--- config.mk ---
export PLATFORM = sky130hd
export DESIGN_NAME = md5_message_digest
export DESIGN_NICKNAME = d
export VERILOG_FILES = /design/src/md5_pkg.sv /design/src/md5_message_digest.sv /design/src/md5_block_store.sv /design/src/md5_round_unit.sv
export SDC_FILE = /design/constraint.sdc
export NUM_CORES = 2
export LEC_CHECK = 0
export ABC_AREA = 1
export CORE_ASPECT_RATIO = 2
export CORE_MARGIN = 4
export CORE_UTILIZATION = 55
export DETAILED_ROUTE_END_ITERATION = 8
export DONT_BUFFER_PORTS = 1
export PLACE_DENSITY = 0.7
export SLEW_MARGIN = 20
export SYNTH_ARGS = -nofsm -noshare
export SYNTH_HDL_FRONTEND = slang
export SYNTH_HIERARCHICAL = 1
export SYNTH_SLANG_ARGS = --single-unit
--- constraint.sdc ---
create_clock -name clk -period 17.8 [get_ports clk]
set_input_delay 1.78 -clock clk [delete_from_list [all_inputs] [get_ports clk]]
set_output_delay 1.78 -clock clk [all_outputs]
set_load 0.05 [all_outputs]
--- src/md5_pkg.sv ---
// MD5 digest shared definitions: sequencer states, round-unit control,
// round constants, rotate amounts and message word order. No dependencies.
package md5_pkg;

    localparam int unsigned WordW   = 32;
    localparam int unsigned RoundW  = 6;
    localparam int unsigned PosW    = 6;
    localparam int unsigned WordIdxW = 4;
    localparam int unsigned LenW    = 64;

    localparam logic [7:0] PAD_MARK = 8'h80;
    localparam logic [PosW-1:0] POS_LAST = 6'd63;
    localparam logic [PosW-1:0] POS_LEN  = 6'd56;
    localparam logic [RoundW-1:0] ROUND_LAST = 6'd63;

    typedef logic [3:0][WordW-1:0] word_quad_t;

    localparam word_quad_t MD5_IV = {32'h10325476, 32'h98badcfe, 32'hefcdab89, 32'h67452301};

    typedef enum logic [2:0] {
        ST_IDLE,
        ST_PAD,
        ST_PREP,
        ST_ROUND,
        ST_ADD,
        ST_FIN
    } md5_state_t;

    typedef struct packed {
        logic              load;
        logic              step;
        logic [RoundW-1:0] round;
    } md5_rnd_ctl_t;

    function automatic logic [WordW-1:0] md5_k(input logic [RoundW-1:0] r);
        logic [WordW-1:0] k;
        case (r)
            6'd0:  k = 32'hd76aa478;  6'd1:  k = 32'he8c7b756;
            6'd2:  k = 32'h242070db;  6'd3:  k = 32'hc1bdceee;
            6'd4:  k = 32'hf57c0faf;  6'd5:  k = 32'h4787c62a;
            6'd6:  k = 32'ha8304613;  6'd7:  k = 32'hfd469501;
            6'd8:  k = 32'h698098d8;  6'd9:  k = 32'h8b44f7af;
            6'd10: k = 32'hffff5bb1;  6'd11: k = 32'h895cd7be;
            6'd12: k = 32'h6b901122;  6'd13: k = 32'hfd987193;
            6'd14: k = 32'ha679438e;  6'd15: k = 32'h49b40821;
            6'd16: k = 32'hf61e2562;  6'd17: k = 32'hc040b340;
            6'd18: k = 32'h265e5a51;  6'd19: k = 32'he9b6c7aa;
            6'd20: k = 32'hd62f105d;  6'd21: k = 32'h02441453;
            6'd22: k = 32'hd8a1e681;  6'd23: k = 32'he7d3fbc8;
            6'd24: k = 32'h21e1cde6;  6'd25: k = 32'hc33707d6;
            6'd26: k = 32'hf4d50d87;  6'd27: k = 32'h455a14ed;
            6'd28: k = 32'ha9e3e905;  6'd29: k = 32'hfcefa3f8;
            6'd30: k = 32'h676f02d9;  6'd31: k = 32'h8d2a4c8a;
            6'd32: k = 32'hfffa3942;  6'd33: k = 32'h8771f681;
            6'd34: k = 32'h6d9d6122;  6'd35: k = 32'hfde5380c;
            6'd36: k = 32'ha4beea44;  6'd37: k = 32'h4bdecfa9;
            6'd38: k = 32'hf6bb4b60;  6'd39: k = 32'hbebfbc70;
            6'd40: k = 32'h289b7ec6;  6'd41: k = 32'heaa127fa;
            6'd42: k = 32'hd4ef3085;  6'd43: k = 32'h04881d05;
            6'd44: k = 32'hd9d4d039;  6'd45: k = 32'he6db99e5;
            6'd46: k = 32'h1fa27cf8;  6'd47: k = 32'hc4ac5665;
            6'd48: k = 32'hf4292244;  6'd49: k = 32'h432aff97;
            6'd50: k = 32'hab9423a7;  6'd51: k = 32'hfc93a039;
            6'd52: k = 32'h655b59c3;  6'd53: k = 32'h8f0ccc92;
            6'd54: k = 32'hffeff47d;  6'd55: k = 32'h85845dd1;
            6'd56: k = 32'h6fa87e4f;  6'd57: k = 32'hfe2ce6e0;
            6'd58: k = 32'ha3014314;  6'd59: k = 32'h4e0811a1;
            6'd60: k = 32'hf7537e82;  6'd61: k = 32'hbd3af235;
            6'd62: k = 32'h2ad7d2bb;  6'd63: k = 32'heb86d391;
            default: k = '0;
        endcase
        return k;
    endfunction

    function automatic logic [4:0] md5_rot(input logic [RoundW-1:0] r);
        logic [4:0] s;
        case ({r[5:4], r[1:0]})
            4'd0:  s = 5'd7;   4'd1:  s = 5'd12;  4'd2:  s = 5'd17;  4'd3:  s = 5'd22;
            4'd4:  s = 5'd5;   4'd5:  s = 5'd9;   4'd6:  s = 5'd14;  4'd7:  s = 5'd20;
            4'd8:  s = 5'd4;   4'd9:  s = 5'd11;  4'd10: s = 5'd16;  4'd11: s = 5'd23;
            4'd12: s = 5'd6;   4'd13: s = 5'd10;  4'd14: s = 5'd15;  4'd15: s = 5'd21;
            default: s = '0;
        endcase
        return s;
    endfunction

    function automatic logic [WordIdxW-1:0] md5_word_idx(input logic [RoundW-1:0] r);
        logic [7:0] prod;
        case (r[5:4])
            2'd0:    prod = {2'b00, r};
            2'd1:    prod = {2'b00, r} * 8'd5 + 8'd1;
            2'd2:    prod = {2'b00, r} * 8'd3 + 8'd5;
            default: prod = {2'b00, r} * 8'd7;
        endcase
        return prod[WordIdxW-1:0];
    endfunction

endpackage

--- src/md5_message_digest.sv ---
// MD5 message digest top level: byte intake, padding sequencer, chaining value.
// Depends on md5_pkg, md5_block_store and md5_round_unit.
//
//  channel  signals                                  direction
//  in       in_valid, in_stall, data_byte,           request in
//           byte_valid, last
//  out      out_valid, out_stall, digest_low,        request out
//           digest_high
//
// A byte request that fills the block starts a compression: load, 64 rounds of
// the shared round unit, chaining add.
// A last request then pads one byte per cycle, with one or two compressions,
// and ST_FIN moves the digest to the output register once the output is free.
// in_stall is high whenever the sequencer is busy; out_stall only delays the
// next digest hand-over. Reset is asynchronous and leaves the initial chain.
module md5_message_digest (
    input  logic        clk,
    input  logic        rst_n,
    input  logic        in_valid,
    output logic        in_stall,
    input  logic [7:0]  data_byte,
    input  logic        byte_valid,
    input  logic        last,
    output logic        out_valid,
    input  logic        out_stall,
    output logic [63:0] digest_low,
    output logic [63:0] digest_high
);
    import md5_pkg::*;

    md5_state_t        state_reg, state_next;
    logic [RoundW-1:0] rnd_reg, rnd_next;
    logic [LenW-1:0]   bit_len_reg, bit_len_next;
    logic [LenW-1:0]   msg_bits_reg, msg_bits_next;
    logic              fin_reg, fin_next;
    logic              sent80_reg, sent80_next;
    logic              len_phase_reg, len_phase_next;
    logic              final_blk_reg, final_blk_next;
    word_quad_t        chain_reg, chain_next;
    logic              out_valid_reg, out_valid_next;
    logic [63:0]       dig_lo_reg, dig_lo_next;
    logic [63:0]       dig_hi_reg, dig_hi_next;

    logic [PosW-1:0]     pos;
    logic                mem_we;
    logic [7:0]          mem_wdata;
    logic [WordIdxW-1:0] rd_addr;
    logic [WordW-1:0]    msg_word;
    md5_rnd_ctl_t        rnd_ctl;
    word_quad_t          work;
    logic                out_free;

    assign pos = bit_len_reg[PosW+2:3];

    md5_block_store u_store (
        .clk     (clk),
        .wr_en   (mem_we),
        .wr_addr (pos),
        .wr_data (mem_wdata),
        .rd_addr (rd_addr),
        .rd_data (msg_word)
    );

    md5_round_unit u_round (
        .clk      (clk),
        .ctl      (rnd_ctl),
        .chain    (chain_reg),
        .msg_word (msg_word),
        .work     (work)
    );

    always_ff @(posedge clk or negedge rst_n)
    begin
        if (!rst_n)
        begin
            state_reg     <= ST_IDLE;
            rnd_reg       <= '0;
            bit_len_reg   <= '0;
            fin_reg       <= 1'b0;
            sent80_reg    <= 1'b0;
            len_phase_reg <= 1'b0;
            final_blk_reg <= 1'b0;
            chain_reg     <= MD5_IV;
            out_valid_reg <= 1'b0;
        end
        else
        begin
            state_reg     <= state_next;
            rnd_reg       <= rnd_next;
            bit_len_reg   <= bit_len_next;
            fin_reg       <= fin_next;
            sent80_reg    <= sent80_next;
            len_phase_reg <= len_phase_next;
            final_blk_reg <= final_blk_next;
            chain_reg     <= chain_next;
            out_valid_reg <= out_valid_next;
        end
    end

    always_ff @(posedge clk)
    begin
        msg_bits_reg <= msg_bits_next;
        dig_lo_reg   <= dig_lo_next;
        dig_hi_reg   <= dig_hi_next;
    end

    always_comb
    begin
        state_next     = state_reg;
        rnd_next       = rnd_reg;
        bit_len_next   = bit_len_reg;
        msg_bits_next  = msg_bits_reg;
        fin_next       = fin_reg;
        sent80_next    = sent80_reg;
        len_phase_next = len_phase_reg;
        final_blk_next = final_blk_reg;
        chain_next     = chain_reg;
        dig_lo_next    = dig_lo_reg;
        dig_hi_next    = dig_hi_reg;
        mem_we         = 1'b0;
        mem_wdata      = data_byte;
        rd_addr        = '0;
        rnd_ctl        = '{load: 1'b0, step: 1'b0, round: rnd_reg};

        out_free       = !out_valid_reg || !out_stall;
        out_valid_next = out_valid_reg && out_stall;

        case (state_reg)
            ST_IDLE:
            begin
                if (in_valid)
                begin
                    if (byte_valid)
                    begin
                        mem_we       = 1'b1;
                        bit_len_next = bit_len_reg + LenW'(8);
                    end
                    if (last)
                    begin
                        fin_next       = 1'b1;
                        msg_bits_next  = bit_len_next;
                        sent80_next    = 1'b0;
                        len_phase_next = 1'b0;
                        final_blk_next = 1'b0;
                    end
                    if (byte_valid && pos == POS_LAST)
                    begin
                        state_next = ST_PREP;
                    end
                    else if (last)
                    begin
                        state_next = ST_PAD;
                    end
                end
            end

            ST_PAD:
            begin
                mem_we       = 1'b1;
                bit_len_next = bit_len_reg + LenW'(8);
                sent80_next  = 1'b1;
                if (!sent80_reg)
                begin
                    mem_wdata = PAD_MARK;
                end
                else if (len_phase_reg || pos == POS_LEN)
                begin
                    mem_wdata      = msg_bits_reg[{pos[2:0], 3'b000} +: 8];
                    len_phase_next = 1'b1;
                end
                else
                begin
                    mem_wdata = '0;
                end
                if (pos == POS_LAST)
                begin
                    final_blk_next = sent80_reg && len_phase_reg;
                    state_next     = ST_PREP;
                end
            end

            ST_PREP:
            begin
                rnd_ctl.load = 1'b1;
                rd_addr      = md5_word_idx('0);
                rnd_next     = '0;
                state_next   = ST_ROUND;
            end

            ST_ROUND:
            begin
                rnd_ctl.step = 1'b1;
                rd_addr      = md5_word_idx(rnd_reg + RoundW'(1));
                rnd_next     = rnd_reg + RoundW'(1);
                if (rnd_reg == ROUND_LAST)
                begin
                    state_next = ST_ADD;
                end
            end

            ST_ADD:
            begin
                for (int i = 0; i < 4; i++)
                begin
                    chain_next[i] = chain_reg[i] + work[i];
                end
                if (final_blk_reg)
                begin
                    state_next = ST_FIN;
                end
                else if (fin_reg)
                begin
                    state_next = ST_PAD;
                end
                else
                begin
                    state_next = ST_IDLE;
                end
            end

            ST_FIN:
            begin
                if (out_free)
                begin
                    out_valid_next = 1'b1;
                    dig_lo_next    = {chain_reg[1], chain_reg[0]};
                    dig_hi_next    = {chain_reg[3], chain_reg[2]};
                    chain_next     = MD5_IV;
                    bit_len_next   = '0;
                    fin_next       = 1'b0;
                    final_blk_next = 1'b0;
                    state_next     = ST_IDLE;
                end
            end

            default:
            begin
                state_next = ST_IDLE;
            end
        endcase
    end

    assign in_stall    = (state_reg != ST_IDLE);
    assign out_valid   = out_valid_reg;
    assign digest_low  = dig_lo_reg;
    assign digest_high = dig_hi_reg;

endmodule

--- src/md5_block_store.sv ---
// MD5 64-byte block store: byte-wide writes, registered word-wide reads.
// Depends on md5_pkg.
module md5_block_store (
    input  logic                              clk,
    input  logic                              wr_en,
    input  logic [md5_pkg::PosW-1:0]          wr_addr,
    input  logic [7:0]                        wr_data,
    input  logic [md5_pkg::WordIdxW-1:0]      rd_addr,
    output logic [md5_pkg::WordW-1:0]         rd_data
);
    import md5_pkg::*;

    localparam int unsigned Words = 1 << WordIdxW;

    logic [WordW-1:0] mem [Words];
    logic [WordW-1:0] rd_data_reg;

    always_ff @(posedge clk)
    begin
        if (wr_en)
        begin
            mem[wr_addr[PosW-1:2]][{wr_addr[1:0], 3'b000} +: 8] <= wr_data;
        end
        rd_data_reg <= mem[rd_addr];
    end

    assign rd_data = rd_data_reg;

endmodule

--- src/md5_round_unit.sv ---
// MD5 round unit: working registers a to d and one round per step.
// Depends on md5_pkg.
module md5_round_unit (
    input  logic                      clk,
    input  md5_pkg::md5_rnd_ctl_t     ctl,
    input  md5_pkg::word_quad_t       chain,
    input  logic [md5_pkg::WordW-1:0] msg_word,
    output md5_pkg::word_quad_t       work
);
    import md5_pkg::*;

    logic [WordW-1:0] a_reg, b_reg, c_reg, d_reg;
    logic [WordW-1:0] f;
    logic [WordW-1:0] t;
    logic [2*WordW-1:0] rot_wide;
    logic [WordW-1:0] b_next;

    always_comb
    begin
        case (ctl.round[5:4])
            2'd0:    f = (b_reg & c_reg) | (~b_reg & d_reg);
            2'd1:    f = (b_reg & d_reg) | (c_reg & ~d_reg);
            2'd2:    f = b_reg ^ c_reg ^ d_reg;
            default: f = c_reg ^ (b_reg | ~d_reg);
        endcase
        t        = a_reg + f + msg_word + md5_k(ctl.round);
        rot_wide = {t, t} << md5_rot(ctl.round);
        b_next   = b_reg + rot_wide[2*WordW-1:WordW];
    end

    always_ff @(posedge clk)
    begin
        if (ctl.load)
        begin
            a_reg <= chain[0];
            b_reg <= chain[1];
            c_reg <= chain[2];
            d_reg <= chain[3];
        end
        else if (ctl.step)
        begin
            a_reg <= d_reg;
            d_reg <= c_reg;
            c_reg <= b_reg;
            b_reg <= b_next;
        end
    end

    assign work = {d_reg, c_reg, b_reg, a_reg};

endmodule
==> Yosys cells after proc, flatten, opt, wreduce, memory -nomap -nowiden <==
Memory sizes are Yosys's and may differ from the RTL's. A register that Yosys moved wholly into a read port is not among the register bits.
Index checks and enable logic that the tools add are counted.
{ "word_totals": {"register_bits": 526, "latchBits": 0, "mem_bits_rw": 512, "mem_bits_ro": 2128, "output_inout_bits": 130, "wordCells": 151, "memories": 3} }
{ "classes": {"add_sub_neg": 13, "n_mul": 3, "n_div": 0, "magnitude_cmp": 0, "eq_ne": 20, "n_shift": 4, "mux": 51, "bitwise_logic": 12, "n_reduce_logical": 26} }
{ "mem_list": {"columns": ["memory", "depth", "word_bits", "read_ports", "rd_ports_with_merged_regs", "wr", "line_no", "source"], "rows": [
  ["(name not given)", 64, 32, 1, 0, 0, "md5_pkg.sv:37", "case (r)"],
  ["u_store.mem", 16, 32, 1, 1, 1, "md5_block_store.sv:15", "logic [WordW-1:0] mem [Words];"],
  ["(name not given)", 16, 5, 1, 0, 0, "md5_pkg.sv:77", "case ({r[5:4], r[1:0]})"]
]} }
{ "op_table": {"columns": ["op", "n"], "rows": [
  ["$mux W32", 9],
  ["$add A32 B32 Y32", 8],
  ["$pmux W128 S2", 1],
  ["$mux W64", 3],
  ["$pmux W64 S3", 1],
  ["$and A32 B32 Y32", 4],
  ["$mux W128", 1],
  ["$or A32 B32 Y32", 3],
  ["$pmux W32 S3", 1],
  ["$xor A32 B32 Y32", 3],
  ["$add A64 B4 Y64 const B", 1],
  ["$not A32 Y32", 2],
  ["$shiftx A64 B7 Y8", 1],
  ["$shl A64 B5 Y64", 1],
  ["$shift A8 B7 Y32 const A", 1],
  ["$shiftx A8 B7 Y32", 1],
  ["$mux W8", 3],
  ["$mux W3", 7],
  ["$eq A6 B6 Y1 const B", 3],
  ["$pmux W3 S6", 1],
  ["$mux W1", 16],
  ["$reduce_and A5 Y1", 3],
  ["$ne A2 B2 Y1 const B", 7],
  ["$mul A6 B3 Y4 const B", 2],
  ["other kinds (26)", 46]
]} }

==> Logic depth before layout (Yosys ltp) <==
{ "depth": {"word_depth": 11, "depth_mapped": 50} }

==> Modules after synthesis <==
Netlist, hierarchy kept.
{ "modules_own_cells": {"columns": ["module", "instances", "cells_each", "area_per_inst_um2", "seq_area_each_um2"], "rows": [
  ["md5_message_digest", 1, 3503, 26126.3, 10835.4],
  ["md5_block_store", 1, 2261, 23326.1, 16015.4],
  ["md5_round_unit", 1, 2595, 16980.0, 3843.7]
]} }

==> Least setup slack after synthesis <==
Ideal clock, no wire load.
{ "synth_path": {"path_kind": "reg-to-reg", "start": "reg rnd_reg[1]", "end": "reg u_round.b_reg[22], data pin", "setup_time_ns": 0.254, "arrival_time_ns": 6.556, "t_required_ns": 17.546, "setup_slack_ns": 10.990, "stages_incl_launch_ff": 47, "cell_sequence": "dfrtp_1 > buf_4 > inv_2 > ha_1 > nor2_1 > nor2_1 > inv_1 > o21ai_0 > nand2_1 > a221oi_1 > fa_1 > inv_1 > ha_1 > inv_1 > fa_1 > nand3b_1 > nand2_1 > nand2_1 > [... 11 more ...] > nand2_1 > ha_1 > fa_1 > nand2_1 > nand2_1 > nand2_1 > nand2_1 > a21oi_2 > o21ai_2 > a21boi_1 > o21ai_2 > a21oi_1 > o21ai_1 > nand2_1 > nand2_1 > or2_1 > nand3_1 > nand2_1"} }
{ "synth_between": {"elab_chain_len": 6} }
{ "synth_rtl": {"columns": ["item", "line_no", "source"], "rows": [
  ["from (decl)", "md5_message_digest.sv:32", "logic [RoundW-1:0] rnd_reg, rnd_next;"],
  ["from (signal assigned)", "md5_message_digest.sv:89", "rnd_reg <= rnd_next;"],
  ["$mem_v2 Z64 W32", null, null],
  ["$add A32 B32 Y32", "md5_round_unit.sv:26", "t = a_reg + f + msg_word + md5_k(ctl.round);"],
  ["$shl A64 B5 Y64 (*)", "md5_round_unit.sv:27", "rot_wide = {t, t} << md5_rot(ctl.round);"],
  ["$add A32 B32 Y32 (*)", "md5_round_unit.sv:28", "b_next = b_reg + rot_wide[2*WordW-1:WordW];"],
  ["$mux W32 (*)", "md5_round_unit.sv:40", "else if (ctl.step)"],
  ["$mux W32 (*)", "md5_round_unit.sv:33", "if (ctl.load)"],
  ["to (signal assigned)", "md5_round_unit.sv:36", "b_reg <= chain[1];"],
  ["to (signal assigned)", "md5_round_unit.sv:45", "b_reg <= b_next;"],
  ["to (decl)", "md5_round_unit.sv:12", "logic [WordW-1:0] a_reg, b_reg, c_reg, d_reg;"]
]} }
Every way passes the cells marked *; elsewhere a longest branch is shown, timed or not. The select of a mux whose other input is x is not followed.
A chain may end at the register's enable or synchronous reset.

==> Final worst setup path <==
{ "layout_path": {"start": "reg rnd_reg[4]", "end": "reg u_round.b_reg[22], data pin"} }
{ "layout_between": {"elab_chain_len": 9} }
{ "layout_rtl": {"columns": ["item", "line_no", "source"], "rows": [
  ["$eq A2 B2 Y1 (tied with other cells)", "md5_round_unit.sv:20", "case (ctl.round[5:4])"],
  ["$pmux W32 S3", "md5_round_unit.sv:20", null],
  ["$add A32 B32 Y32 (3 in series)", "md5_round_unit.sv:26", null],
  ["$shl A64 B5 Y64 (*)", "md5_round_unit.sv:27", null],
  ["$add A32 B32 Y32 (*)", "md5_round_unit.sv:28", null],
  ["$mux W32 (*)", "md5_round_unit.sv:40", null],
  ["$mux W32 (*)", "md5_round_unit.sv:33", null]
]} }
Marked as above.

==> flow_metrics.py <==
metrics = {
    "hold_path": {
        "hold_start": "sent80_reg$_DFFE_PN0P_",
        "min_to": "sent80_reg$_DFFE_PN0P_",
        "hold_path.class": "flop to flop",
        "min_path_cells": 2,
    },
    "worst_setup_path": {
        "worstSetupPathType": "flop to flop",
        "r2r_cells": 37,
        "endpoint_kind": "flop",
        "critPathMaxFanout": 46,
        "crit_arrival_ns": 10.42,
        "r2r-start": "rnd_reg[4]$_DFFE_PN0P_",
        "cpPeakStageDelay_ns": 0.81,
        "crit_top_cell": "nand2_1",
        "worstPathRequired_ns": 18.30,
        "critPathLaunchType": "flop",
        "rrSetupSlack_ns": 7.88,
        "reg2reg_to": "u_round/b_reg[22]$_DFFE_PP_",
        "critPathSlowestCell": "inv_2",
    },
    "synth": {
        "synthCells": 8359,
        "synth_seq_area_share_pct": 46.2,
        "yosys_warnings": 6,
        "yosys_register_bits": 1064,
        "syn_avg_cell_area_sq_um": 7.95,
        "synth_area_sq_um": 66400,
        "synthFlopType": "edfxtp_1",
        "synth_edf_count": 829,
        "syn_nets": 8660,
        "yosysUniqueCellTypes": 72,
        "ys_async_sr_fraction_pct": 19.1,
    },
    "final_layout": {
        "layout.nets": 8570,
        "drive_above_1_share_pct": 5.93,
        "areaGrowthSynthToFinish_pct": 7.25,
        "fillCellCount": 10700,
        "largest_register_ff_count": 512,
    },
    "sta": {
        "timing.hold.ws_ns": 0.517,
        "setup_viol": 0,
        "setup_tns_ns": 0,
        "final_hold_viol_count": 0,
        "fin_crit_sh_pct": 55.7,
        "post-route-min-period_ns": 9.92,
        "rsz0062_at_grt": "false",
        "slew_viol_final": 0,
        "slew_headroom_pct": 12.7,
        "fin_skew_ns": 0.0677,
        "worstMarginPinSlew_ns": 1.31,
        "setup_ws_ns": 7.88,
        "fmax_ghz": 0.101,
    },
    "place": {
        "port_buffers": 0,
        "gp_congestion": 1.10,
        "dp_slack_ns": 8.38,
        "dp_hpwl_um": 201000,
    },
    "clocking": {
        "cts-root-buf": "clkbuf_16",
        "cts.reportedPaths.clkPinSlew_ns": 0.08,
        "clock_latency_ns": 0.78,
        "post-cts-setup-buffers": 0,
        "clockBufferDepth": 3,
        "cts_tree": "done",
        "holdBufCountCts": 0,
        "cts_buffers": 96,
        "cts.sinks": 1064,
        "h-tree-depth": 3,
        "ctsResizeCount": 0,
    },
    "floorplanning": {
        "core_sq_um": 120000,
        "start_util_pct": 55.3,
        "ioPinCount": 144,
        "die-area_sq_um": 127000,
        "row_count": 180,
        "die_y_um": 500,
        "chipWidth_um": 254,
    },
    "grt": {
        "grt_pass1_vias": 58900,
        "grt_max_degree": 204,
        "globalRouteOverflowTotal": 0,
        "antenna_found_initial": 9,
        "grt_pass1_wl_um": 382000,
        "grtUsageTotal_pct": 41.4,
    },
    "route": {
        "wl_met2_um": 130000,
        "wl_per_cell_um": 26.9,
        "ant_nets": 0,
        "avgViaCountPerCell": 6.10,
        "drt_iter0_markers": 6297,
        "dr_wl_met3_um": 19700,
        "drt_pass1_iterations": 9,
        "route.vias.total": 60400,
        "met1Wirelength_um": 77800,
        "postRouteWirelength_um": 266000,
        "top_layer_used": "met5",
        "drc": 0,
    },
    "flow_run": {
        "drv_cap": 0,
    },
    "outcome": {
        "status": "finished clean",
    },
}
[stage by stage]
| step | std cells | util (%) | area, sq um |
|---|---|---|---|
| 2_1_floorplan | 8359 | - | 66400 |
| 3_3_place_gp | 9717 | 56.4 | 67700 |
| 3_5_place_dp | 9717 | 56.4 | 67700 |
| 4_1_cts | 9899 | 59.3 | 71200 |
| 5_1_grt | 9901 | 59.3 | 71200 |
| 6_report | 9908 | 59.4 | 71200 |
[metal layers]
| metal | track usage [%] | vias to the layer above |
|---|---|---|
| met2 | 70.6 | 3292 |
| met5 | 0 | - |
| met4 | 45.3 | 6 |
| met1 | 38.3 | 28300 |
| li1 | - | 27500 |
| met3 | 8.95 | 1311 |
[critical path, delay by kind of cell, from the launching register on]
| family | cells | cell delay, ns |
|---|---|---|
| AO/OA/AOI/OAI | 11 | 2.71 |
| XOR/XNOR | 1 | 0.22 |
| adder cells (fa/ha/maj) | 5 | 2.14 |
| buffers and inverters | 3 | 1.43 |
| flip-flops | 1 | 0.73 |
| AND/OR/NAND/NOR | 17 | 2.40 |
[how the worst max path moves through the flow]
stage                                start                     endpoint  slack [ns]
global route        rnd_reg[4]$_DFFE_PN0P_  u_round/b_reg[22]$_DFFE_PP_        7.45
detailed placement  rnd_reg[4]$_DFFE_PN0P_  u_round/b_reg[22]$_DFFE_PP_        8.38
floorplan           rnd_reg[1]$_DFFE_PN0P_  u_round/b_reg[22]$_DFFE_PP_       10.99
global placement    rnd_reg[4]$_DFFE_PN0P_  u_round/b_reg[22]$_DFFE_PP_        8.31
finish              rnd_reg[4]$_DFFE_PN0P_  u_round/b_reg[22]$_DFFE_PP_        7.88
CTS                 rnd_reg[4]$_DFFE_PN0P_  u_round/b_reg[22]$_DFFE_PP_        8.34
[Yosys cell counts (21+ instances only)]
cell / number / area (sq um)
ha_1: 220 / 2750
or2_2: 50 / 313
dfrtp_1: 139 / 3480
buf_6: 28 / 315
o31ai_1: 34 / 255
nand3_1: 975 / 4880
inv_1: 1137 / 4270
xor2_1: 67 / 587
nor2_1: 608 / 2280
fa_1: 67 / 1340
a21oi_1: 435 / 2180
nand4_1: 54 / 338
nand2_1: 2369 / 8890
o21bai_1: 23 / 173
o21ai_0: 432 / 2160
buf_2: 97 / 485
o21ai_1: 32 / 160
edfxtp_1: 829 / 24900
dfxtp_1: 32 / 641
buf_1: 32 / 120
nor3_1: 59 / 295
a31oi_1: 21 / 131
o21a_1: 26 / 195
clkbuf_1: 116 / 435
and2_1: 35 / 219
o211ai_1: 46 / 345
dfstp_2: 64 / 1680
o22ai_1: 37 / 231
inv_2: 21 / 78.8
[placed cells by master, fill, tap and decap left out, types with 35 or more instances in the layout]
master and count:
a21oi_1 431, and2_1 35, buf_4 104, clkbuf_16 96, dfrtp_1 138, dfstp_2 64, edfxtp_1 829, fa_1 67
ha_1 220, inv_1 1134, nand2_1 2369, nand3_1 975, nand4_1 54, nor2_1 601, nor3_1 57, o211ai_1 46
o21ai_0 431, o22ai_1 37, or2_2 49, xor2_1 67
[cells by family after synthesis]
kind of cell    Yosys count  synth area share (%)
xor+xnor                 87                  1.15
buf+inv                1453                  8.85
fa+ha+maj               287                  6.16
simple gates           4248                  27.1
compound gates         1217                  10.5
flops                  1064                  46.2
mux                       3                0.0452
[layout make-up]
| cell class | count | area [sq um] | share of cell area, % |
|---|---|---|---|
| inverters | 1161 | 4370 | 6.13 |
| clock inverters | 61 | 870 | 1.22 |
| well taps | 1547 | 1940 | 2.72 |
| clock buffers | 121 | 2590 | 3.63 |
| diodes | 8 | 20.0 | 0.0281 |
| flip-flops and latches | 1064 | 30700 | 43.1 |
| multi-input cells | 5842 | 30000 | 42.1 |
| repair buffers | 104 | 781 | 1.10 |
Power is left out: the tool's default activity adds up to more than one toggle a clock period on the data nets, which glitch-free logic cannot reach.
